<file path="src/rtl/rgbwb_pkg.sv">
// Package with the constants and types shared by the RGB565 blend block.
package rgbwb_pkg;

    // RGB565 packing.
    localparam int COLOR_BITS  = 16;
    localparam int RED_SHIFT   = 11;
    localparam int GREEN_SHIFT = 5;
    localparam int RB_BITS     = 5;
    localparam int GREEN_BITS  = 6;

    // Every lane works on a channel widened to the green width, so all lanes
    // share one quotient width and one latency.
    localparam int CH_BITS = GREEN_BITS;

    // Default weight width.
    localparam int DEF_WEIGHT_BITS = 16;

    // Edges from the accepting edge to the edge that raises the result strobe:
    // input register, lane product stage, one divider stage per quotient bit
    // and the output register.
    localparam int PIPE_LAT = CH_BITS + 2;

    // Control that travels beside the lanes.
    typedef struct packed {
        logic vld;
        logic zero;
    } t_ctl;

endpackage

</file>
<file path="src/rtl/rgbwb_lane.sv">
// One color channel lane: weighted sum with rounding and a pipelined divider.
module rgbwb_lane import rgbwb_pkg::*; #(
    parameter int WEIGHT_BITS = DEF_WEIGHT_BITS
) (
    input  logic                   i_clk,
    input  logic [CH_BITS-1:0]     i_ch_a,
    input  logic [CH_BITS-1:0]     i_ch_b,
    input  logic [WEIGHT_BITS-1:0] i_w_a,
    input  logic [WEIGHT_BITS-1:0] i_w_b,
    input  logic [WEIGHT_BITS:0]   i_w_sum,
    output logic [CH_BITS-1:0]     o_quo
);

    localparam int SW = WEIGHT_BITS + 1;
    // The rounded numerator stays below 2^CH_BITS times the weight sum.
    localparam int NW = SW + CH_BITS;

    logic [NW-1:0]      n_num;
    logic [NW-1:0]      r_rem [0:CH_BITS-1];
    logic [SW-1:0]      r_div [0:CH_BITS-1];
    logic [CH_BITS-1:0] r_quo [1:CH_BITS];

    // Weighted sum plus half of the weight sum, so the quotient rounds to nearest.
    always_comb begin
        n_num = NW'(i_ch_a) * NW'(i_w_a) + NW'(i_ch_b) * NW'(i_w_b)
              + NW'(i_w_sum >> 1);
    end

    always_ff @(posedge i_clk) begin
        r_rem[0] <= n_num;
        r_div[0] <= i_w_sum;
    end

    // Restoring division, one quotient bit per stage, most significant first.
    for (genvar k = 0; k < CH_BITS; k++) begin : g_div
        localparam int SH = CH_BITS - 1 - k;

        logic [NW-1:0]      d_sh;
        logic               take;
        logic [CH_BITS-1:0] q_prev;

        assign d_sh = NW'(r_div[k]) << SH;
        assign take = (r_rem[k] >= d_sh);

        if (k == 0) begin : g_first
            assign q_prev = '0;
        end else begin : g_rest
            assign q_prev = r_quo[k];
        end

        always_ff @(posedge i_clk) begin
            r_quo[k+1] <= {q_prev[CH_BITS-2:0], take};
        end

        // The remainder and divisor move on except after the last bit.
        if (k < CH_BITS - 1) begin : g_pass
            always_ff @(posedge i_clk) begin
                r_rem[k+1] <= take ? (r_rem[k] - d_sh) : r_rem[k];
                r_div[k+1] <= r_div[k];
            end
        end
    end

    assign o_quo = r_quo[CH_BITS];

endmodule

</file>
<file path="src/rtl/rgbwb_merge.sv">
// Merge stage: packs the lane quotients into RGB565 and raises the result strobe.
module rgbwb_merge import rgbwb_pkg::*; (
    input  logic                  i_clk,
    input  logic                  i_rst_n,
    input  t_ctl                  i_ctl,
    input  logic [CH_BITS-1:0]    i_red,
    input  logic [CH_BITS-1:0]    i_green,
    input  logic [CH_BITS-1:0]    i_blue,
    output logic                  o_done,
    output logic [COLOR_BITS-1:0] o_blended_color,
    output logic                  o_zero_weight
);

    logic                  r_done;
    logic [COLOR_BITS-1:0] r_color;
    logic                  r_zero;
    logic [COLOR_BITS-1:0] n_color;

    // Both weights zero gives black; otherwise pack the three channels.
    always_comb begin
        if (i_ctl.zero) begin
            n_color = '0;
        end else begin
            n_color = {i_red[RB_BITS-1:0], i_green[GREEN_BITS-1:0], i_blue[RB_BITS-1:0]};
        end
    end

    // The strobe is control state; the result payload needs no reset.
    always_ff @(posedge i_clk) begin
        if (!i_rst_n) begin
            r_done <= 1'b0;
        end else begin
            r_done <= i_ctl.vld;
        end
    end

    always_ff @(posedge i_clk) begin
        r_color <= n_color;
        r_zero  <= i_ctl.zero;
    end

    assign o_done          = r_done;
    assign o_blended_color = r_color;
    assign o_zero_weight   = r_zero;

endmodule

</file>
<file path="src/rtl/rgb565_weighted_blend.sv">
// Top level of the RGB565 weighted blend: input register, three lanes, merge.
//
//  channel   handshake            payload
//  -------   ------------------   -----------------------------------------------
//  input     start, busy          i_color_a, i_color_b, i_weight_a, i_weight_b
//  result    o_done (one cycle)   o_blended_color, o_zero_weight
//
// One item is taken every clock cycle; busy stays low.
// A result leaves through the input register, one product stage and a six-stage
// restoring divider in each lane (one stage per quotient bit), then the output
// register.
// Reset clears only the control bits of the pipeline and the result strobe; there is no clearing pass.
// The receiver cannot stall, so the pipeline never holds and never drops an item.
module rgb565_weighted_blend import rgbwb_pkg::*; #(
    parameter int WEIGHT_BITS = DEF_WEIGHT_BITS
) (
    input  logic                  i_clk,
    input  logic                  i_rst_n,
    input  logic                  start,
    output logic                  busy,
    input  logic [COLOR_BITS-1:0] i_color_a,
    input  logic [COLOR_BITS-1:0] i_color_b,
    input  logic [COLOR_BITS-1:0] i_weight_a,
    input  logic [COLOR_BITS-1:0] i_weight_b,
    output logic                  o_done,
    output logic [COLOR_BITS-1:0] o_blended_color,
    output logic                  o_zero_weight
);

    localparam int SW = WEIGHT_BITS + 1;

    logic [31:0]            w_a_ext;
    logic [31:0]            w_b_ext;
    logic [WEIGHT_BITS-1:0] n_w_a;
    logic [WEIGHT_BITS-1:0] n_w_b;
    logic [SW-1:0]          n_w_sum;

    logic [COLOR_BITS-1:0]  r_color_a;
    logic [COLOR_BITS-1:0]  r_color_b;
    logic [WEIGHT_BITS-1:0] r_w_a;
    logic [WEIGHT_BITS-1:0] r_w_b;
    logic [SW-1:0]          r_w_sum;
    t_ctl                   r_ctl [0:CH_BITS+1];

    logic [CH_BITS-1:0]     red_a, red_b, green_a, green_b, blue_a, blue_b;
    logic [CH_BITS-1:0]     red_q, green_q, blue_q;

    // The pipeline always moves, so a new item is welcome every cycle.
    assign busy = 1'b0;

    // Keep the low WEIGHT_BITS bits of each weight; the sum is one bit wider.
    assign w_a_ext = {16'b0, i_weight_a};
    assign w_b_ext = {16'b0, i_weight_b};
    assign n_w_a   = w_a_ext[WEIGHT_BITS-1:0];
    assign n_w_b   = w_b_ext[WEIGHT_BITS-1:0];
    assign n_w_sum = {1'b0, n_w_a} + {1'b0, n_w_b};

    // Input register.
    always_ff @(posedge i_clk) begin
        r_color_a <= i_color_a;
        r_color_b <= i_color_b;
        r_w_a     <= n_w_a;
        r_w_b     <= n_w_b;
        r_w_sum   <= n_w_sum;
    end

    // Control line that tracks each item through the lanes.
    always_ff @(posedge i_clk) begin
        if (!i_rst_n) begin
            for (int i = 0; i <= CH_BITS + 1; i++) begin
                r_ctl[i] <= '0;
            end
        end else begin
            r_ctl[0].vld  <= start && !busy;
            r_ctl[0].zero <= (n_w_sum == '0);
            for (int i = 1; i <= CH_BITS + 1; i++) begin
                r_ctl[i] <= r_ctl[i-1];
            end
        end
    end

    // Split both colors into channels, widened to the lane width.
    assign red_a   = CH_BITS'(r_color_a[RED_SHIFT +: RB_BITS]);
    assign red_b   = CH_BITS'(r_color_b[RED_SHIFT +: RB_BITS]);
    assign green_a = CH_BITS'(r_color_a[GREEN_SHIFT +: GREEN_BITS]);
    assign green_b = CH_BITS'(r_color_b[GREEN_SHIFT +: GREEN_BITS]);
    assign blue_a  = CH_BITS'(r_color_a[RB_BITS-1:0]);
    assign blue_b  = CH_BITS'(r_color_b[RB_BITS-1:0]);

    // Three lanes side by side, one per channel.
    rgbwb_lane #(.WEIGHT_BITS(WEIGHT_BITS)) u_lane_red (
        .i_clk   (i_clk),
        .i_ch_a  (red_a),
        .i_ch_b  (red_b),
        .i_w_a   (r_w_a),
        .i_w_b   (r_w_b),
        .i_w_sum (r_w_sum),
        .o_quo   (red_q)
    );

    rgbwb_lane #(.WEIGHT_BITS(WEIGHT_BITS)) u_lane_green (
        .i_clk   (i_clk),
        .i_ch_a  (green_a),
        .i_ch_b  (green_b),
        .i_w_a   (r_w_a),
        .i_w_b   (r_w_b),
        .i_w_sum (r_w_sum),
        .o_quo   (green_q)
    );

    rgbwb_lane #(.WEIGHT_BITS(WEIGHT_BITS)) u_lane_blue (
        .i_clk   (i_clk),
        .i_ch_a  (blue_a),
        .i_ch_b  (blue_b),
        .i_w_a   (r_w_a),
        .i_w_b   (r_w_b),
        .i_w_sum (r_w_sum),
        .o_quo   (blue_q)
    );

    // Merge the lane results into one item.
    rgbwb_merge u_merge (
        .i_clk           (i_clk),
        .i_rst_n         (i_rst_n),
        .i_ctl           (r_ctl[CH_BITS+1]),
        .i_red           (red_q),
        .i_green         (green_q),
        .i_blue          (blue_q),
        .o_done          (o_done),
        .o_blended_color (o_blended_color),
        .o_zero_weight   (o_zero_weight)
    );

endmodule

</file>
<file path="config.mk">
export PLATFORM = sky130hd
export DESIGN_NAME = rgb565_weighted_blend
export DESIGN_NICKNAME = d
export VERILOG_FILES = /design/src/rtl/rgbwb_pkg.sv /design/src/rtl/rgbwb_lane.sv /design/src/rtl/rgbwb_merge.sv /design/src/rtl/rgb565_weighted_blend.sv
export SDC_FILE = /design/constraint.sdc
export NUM_CORES = 2
export LEC_CHECK = 0
export BUFFER_PORTS_ARGS = -buffer_cell sky130_fd_sc_hd__buf_2
export CAP_MARGIN = 20
export CORE_ASPECT_RATIO = 0.5
export CORE_UTILIZATION = 65
export DETAILED_ROUTE_END_ITERATION = 10
export PLACE_DENSITY = 0.83
export SLEW_MARGIN = 25
export SYNTH_ARGS = -nofsm -noshare
export SYNTH_HDL_FRONTEND = slang
export SYNTH_SLANG_ARGS = --single-unit
</file>
<file path="constraint.sdc">
create_clock -name i_clk -period 10.8 [get_ports i_clk]
set_clock_uncertainty 0.1 [all_clocks]
set_input_delay 1.08 -clock i_clk [delete_from_list [all_inputs] [get_ports i_clk]]
set_output_delay 1.08 -clock i_clk [all_outputs]
set_load 0.05 [all_outputs]
</file>
# After elaboration in Yosys (flattened, before gate mapping)
# Memories as Yosys holds them, arrays and structs flattened. A register that Yosys moved wholly into a read port is not among the register bits.
# Cells that the tools add are included.
# totals
ff_bits	83
wordCells	99
n_memories	10
mem_bits_rw	844
input_bits	67
# memory_table
memory	words	word_bits	rd	rd_clocked_by_memory_dff	write_ports	line_no	text
u_lane_blue.r_rem	6	23	6	0	6	rgbwb_lane.sv:19	logic [NW-1:0] r_rem [0:CH_BITS-1];
u_lane_green.r_rem	6	23	6	0	6	rgbwb_lane.sv:19	
u_lane_red.r_rem	6	23	6	0	6	rgbwb_lane.sv:19	
u_lane_blue.r_div	6	17	6	0	6	rgbwb_lane.sv:20	logic [SW-1:0] r_div [0:CH_BITS-1];
u_lane_green.r_div	6	17	6	0	6	rgbwb_lane.sv:20	
u_lane_red.r_div	6	17	6	0	6	rgbwb_lane.sv:20	
+4 memories	--	--	--	--	--	--	
# classes
n_mul	6
n_lt_le_gt_ge	18
n_reduce_logical	1
add_sub_neg	22
muxes	26
bitwise_logic	9
# ops
operator	n
$mux 23	15
$mul 5x16->21	4
$add 22x22->23	3
$add 23x16->23	3
$ge 23x17->1	3
$ge 23x18->1	3
$ge 23x19->1	3
$ge 23x20->1	3
$ge 23x21->1	3
$ge 23x22->1	3
$sub 23x18->23	3
$sub 23x19->23	3
$sub 23x20->23	3
$sub 23x21->23	3
$sub 23x22->23	3
$mul 6x16->22	2
$add 16x16->17	1
$logic_not 17->1	1
$mux 2	7
$or 1x1->1	9
$mux 1	4

# Longest topological paths before layout
# logic_depth
ltp_word	3
depth_mapped	29
mapped_depth_nobuf	27

# By module
# From an unflattened synthesis, not the netlist that was laid out.
# unflattened
hier_cells	6122
area_unflattened_um2	57375.0
# by_module_without_submodules
mod	n_inst	seq_area_each_um2	area_per_inst_um2	cells_per_inst
rgbwb_lane (u_lane_blue)	1	5225.0	18174.9	1974
rgbwb_lane (u_lane_green)	1	5225.0	18106.1	1983
rgbwb_lane (u_lane_red)	1	5225.0	17704.5	1911
rgb565_weighted_blend	1	1941.9	2879.0	218
rgbwb_merge	1	360.3	510.5	36

# Worst setup path after synthesis
# Ideal clock, no wire load.
# synth_path
path_type	reg2reg
start	reg r_w_b[2]
end	mem u_lane_red.r_rem[0][21] (netlist name)
path_stages_with_launch	27
arrival_time_ns	6.041
t_required_ns	10.577
synth_period_minus_slack_ns	6.264
setup_ns	0.123
slack_ns	4.536
cell_sequence	dfxtp_1 > clkbuf_1 > nand2_1 > fa_1 > fa_1 > fa_1 > inv_1 > ha_1 > nor2b_1 > o21ai_0 > nand2b_1 > a21boi_0 > o21ai_0 > nand2b_1 > nand2_1 > a21oi_1 > xor2_1 > fa_1 > inv_1 > ha_1 > or2_2 > a21o_1 > o31ai_1 > nor2_1 > a2111oi_0 > a21oi_1 > xor2_1
# synth_lines
item	line_no	text
start: declaration	rgb565_weighted_blend.sv:41	logic [WEIGHT_BITS-1:0] r_w_b;
start signal: assignment	rgb565_weighted_blend.sv:63	r_w_b <= n_w_b;
end: declaration	rgbwb_lane.sv:19	

==> reports/summary.txt <==
Slew of the pin with the lowest slew margin: 0.938 ns
Final setup viols: 0
H-tree depth: 3
Most frequent cells in the layout: dfxtp_1, inv_1, ha_1
WL final: 133000 um
Synth area leaders: dfxtp_1, fa_1, ha_1
First-pass GRT wire length: 210000 um
Max_slew headroom: 37.3%
Tmin final: 7.10 ns
Detailed-route via count: 39224
CP most frequent cell: fa_1
Final cycle utilization of the critical path: 65.8%
Core Box Area: 75300 sq um
Post-synth EDFFs: 0
Slew Limit Fails: 0
Count of different cell masters after synthesis: 75
Gr ovfl total: 0
1st-pass router iterations: 9
Post-DR wirelength/cell: 20.1 um
Max Freq: 141 MHz
Row cnt: 71
Sequential cell area fraction in the yosys report: 27.5%
CP Class: register to register
Clock Pin Slew Worst Setup and Hold Paths: 0.07 ns
Nature of the critical path startpoint: register
Violated checks: design-rule violations
Top Ports: 86
Setup Fix Bufs, Post-CTS: 0
Hold Crit Class: register to register
Critical Path, Cell by Cell: nand2_1, fa_1, fa_1, fa_1, inv_1, ha_1, nor2b_1, o21ai_0, nand2b_1, a21boi_0, o21ai_0, a21o_1, a21oi_1, xor2_1, fa_1, inv_1, ha_1, nand3_1, a21oi_1, o31ai_1, nor2_1, a2111oi_0, a21oi_1, xor2_1
Deepest clock path buffer count: 3
DRC errors left: 2
Detailed Route Iter0 Violations: 3290
Top FF cell, synth: dfxtp_1
Total clock sinks: 682
CP required: 11.22 ns
Cts bufs inserted: 66
CTS tree: yes
Antenna violations before repair: 5
Number of warnings issued by yosys: 0
Final std cell area, no fill: 53400 sq um
Die H: 197 um
Critical Path Slowest Stage Cell: dfxtp_1
Hold_buf cts: 0
Max_cap viols: 0
Chip Width: 393 um
# port buffers: 84
Vias per inst: 5.91
Largest net degree at the start of global routing: 33
Critical path data arrival time: 7.52 ns
Final setup TNS: 0 ns
Post-synthesis cell count: 5512
Top cell type's share of synthesized area: 27.5%
Commonest non-fill, non-tap cell in the layout: dfxtp_1
Gp weighted congestion: 0.984
Worst-skew pair later-pin latency: 0.66 ns
Post-DP HPWL: 107000 um
CP max FO: 16
RSZ-0062 raised after global routing: no
Layout area overhead: 7.72%
Antenna viol nets, final: 0
Hold Vio Cnt, Final: 0
Nets: 6555
Synthesized area per cell: 9.00 sq um
Share of cells above drive strength 1: 5.76%
Mapped cell area: 49600 sq um
Syn Nets: 6504
Root buf cell: clkbuf_16
GRT Total Usage: 34.8%
Fill cell count: 5766
Post-CTS Resized: 0
DIE AREA: 77500 sq um
Area after DPL: 51000 sq um
Yosys top cell by area: dfxtp_1
Vias in the first global route: 39018
Flops & latches, synth: 682
Register area: 13700 sq um
Crit. End Element: register
Biggest cell delay along the critical path: 0.80 ns
Outcome: finished, violations left
Share of flip-flops with an asynchronous set or reset: 0%
Multi-input gate area: 33100 sq um
Initial Util: 65.8%
## critical path: cells and delay by family (launching register included)
| family | cells | cell delay, ns |
|---|---|---|
| AND/OR/NAND/NOR | 5 | 0.62 |
| AO/OA/AOI/OAI | 9 | 2.47 |
| XOR/XNOR | 2 | 0.29 |
| buffers and inverters | 2 | 0.08 |
| adder cells (fa/ha/maj) | 6 | 2.62 |
| flip-flops | 1 | 0.80 |
## path summary, 6_finish.rpt
path,from,endpoint,slack (ns),cells after the start
worst max-delay path,r_w_b[1]$_DFF_P_,u_lane_red.r_rem[0][21]$_DFF_P_,3.70,24
worst min-delay path,u_lane_green.r_quo[4][3]$_DFF_P_,u_lane_green.r_quo[5][4]$_DFF_P_,0.22,0
worst max register to register,r_w_b[1]$_DFF_P_,u_lane_red.r_rem[0][21]$_DFF_P_,3.70,24
worst min register to register,u_lane_green.r_quo[4][3]$_DFF_P_,u_lane_green.r_quo[5][4]$_DFF_P_,0.22,0
## cell usage after synthesis (29+ instances only)
master and n:
a211oi_1 34, a21o_1 128, a21oi_1 350, a31oi_1 37
and2_1 306, and3_1 32, clkbuf_1 110, dfxtp_1 682
fa_1 383, ha_1 542, inv_1 663, mux2_2 49
nand2_1 483, nand2b_1 55, nand3_1 78, nand4_1 43
nor2_1 322, nor2b_1 83, nor3_1 88, nor4_1 31
o21a_1 69, o21ai_0 249, or2_2 31, or3_1 29
xnor2_1 199, xor2_1 145
## cell type report
class	count	area share, %
repair buffers	101	1.04
clock buffers	81	3.43
flip-flops and latches	682	25.6
clock inverters	36	1.01
well taps	1022	2.39
diodes	7	0.0328
multi-input cells	4048	61.9
inverters	664	4.66
## state kept, by name, summed over array words and instances (netlist names), 17 cells and up
register / flops
u_lane_blue.r_rem: 138
u_lane_green.r_quo: 21
u_lane_green.r_rem: 138
u_lane_green.r_div: 51
u_lane_red.r_rem: 138
u_lane_red.r_div: 51
r_w_sum: 17
## cell families after synthesis
| kind of cell | synth area share, % |
|---|---|
| AND/OR/NAND/NOR | 16.5 |
| AO/OA/AOI/OAI | 13.5 |
| adder cells (fa/ha/maj) | 29.1 |
| buffers and inverters | 5.94 |
| flip-flops | 27.5 |
| XOR/XNOR | 6.07 |
| multiplexers | 1.33 |
| other | 0.00756 |
## metal layers
layer | wire (um) | GRT usage, %
met3 | 10600 | 5.60
met5 | 0 | 0
met2 | 59500 | 56.0
met4 | 6810 | 17.1
met1 | 56300 | 45.7
## per-stage QoR
| stage | hold WS [ns] | worst slack [ns] | cells | util [%] |
|---|---|---|---|---|
| 6_report | 0.216 | 3.70 | 6641 | 70.9 |
| 5_1_grt | 0.226 | 3.33 | 6634 | 70.9 |
| 4_1_cts | 0.224 | 3.89 | 6634 | 70.9 |
| 3_5_place_dp | 0.212 | 3.91 | 6517 | 67.7 |
| 3_3_place_gp | 0.210 | 3.95 | 6516 | 67.7 |
| 2_1_floorplan | 0.210 | 4.54 | 5512 | - |
Power is left out: the tool's default activity adds up to more than one toggle a clock period on the data nets, which glitch-free logic cannot reach.
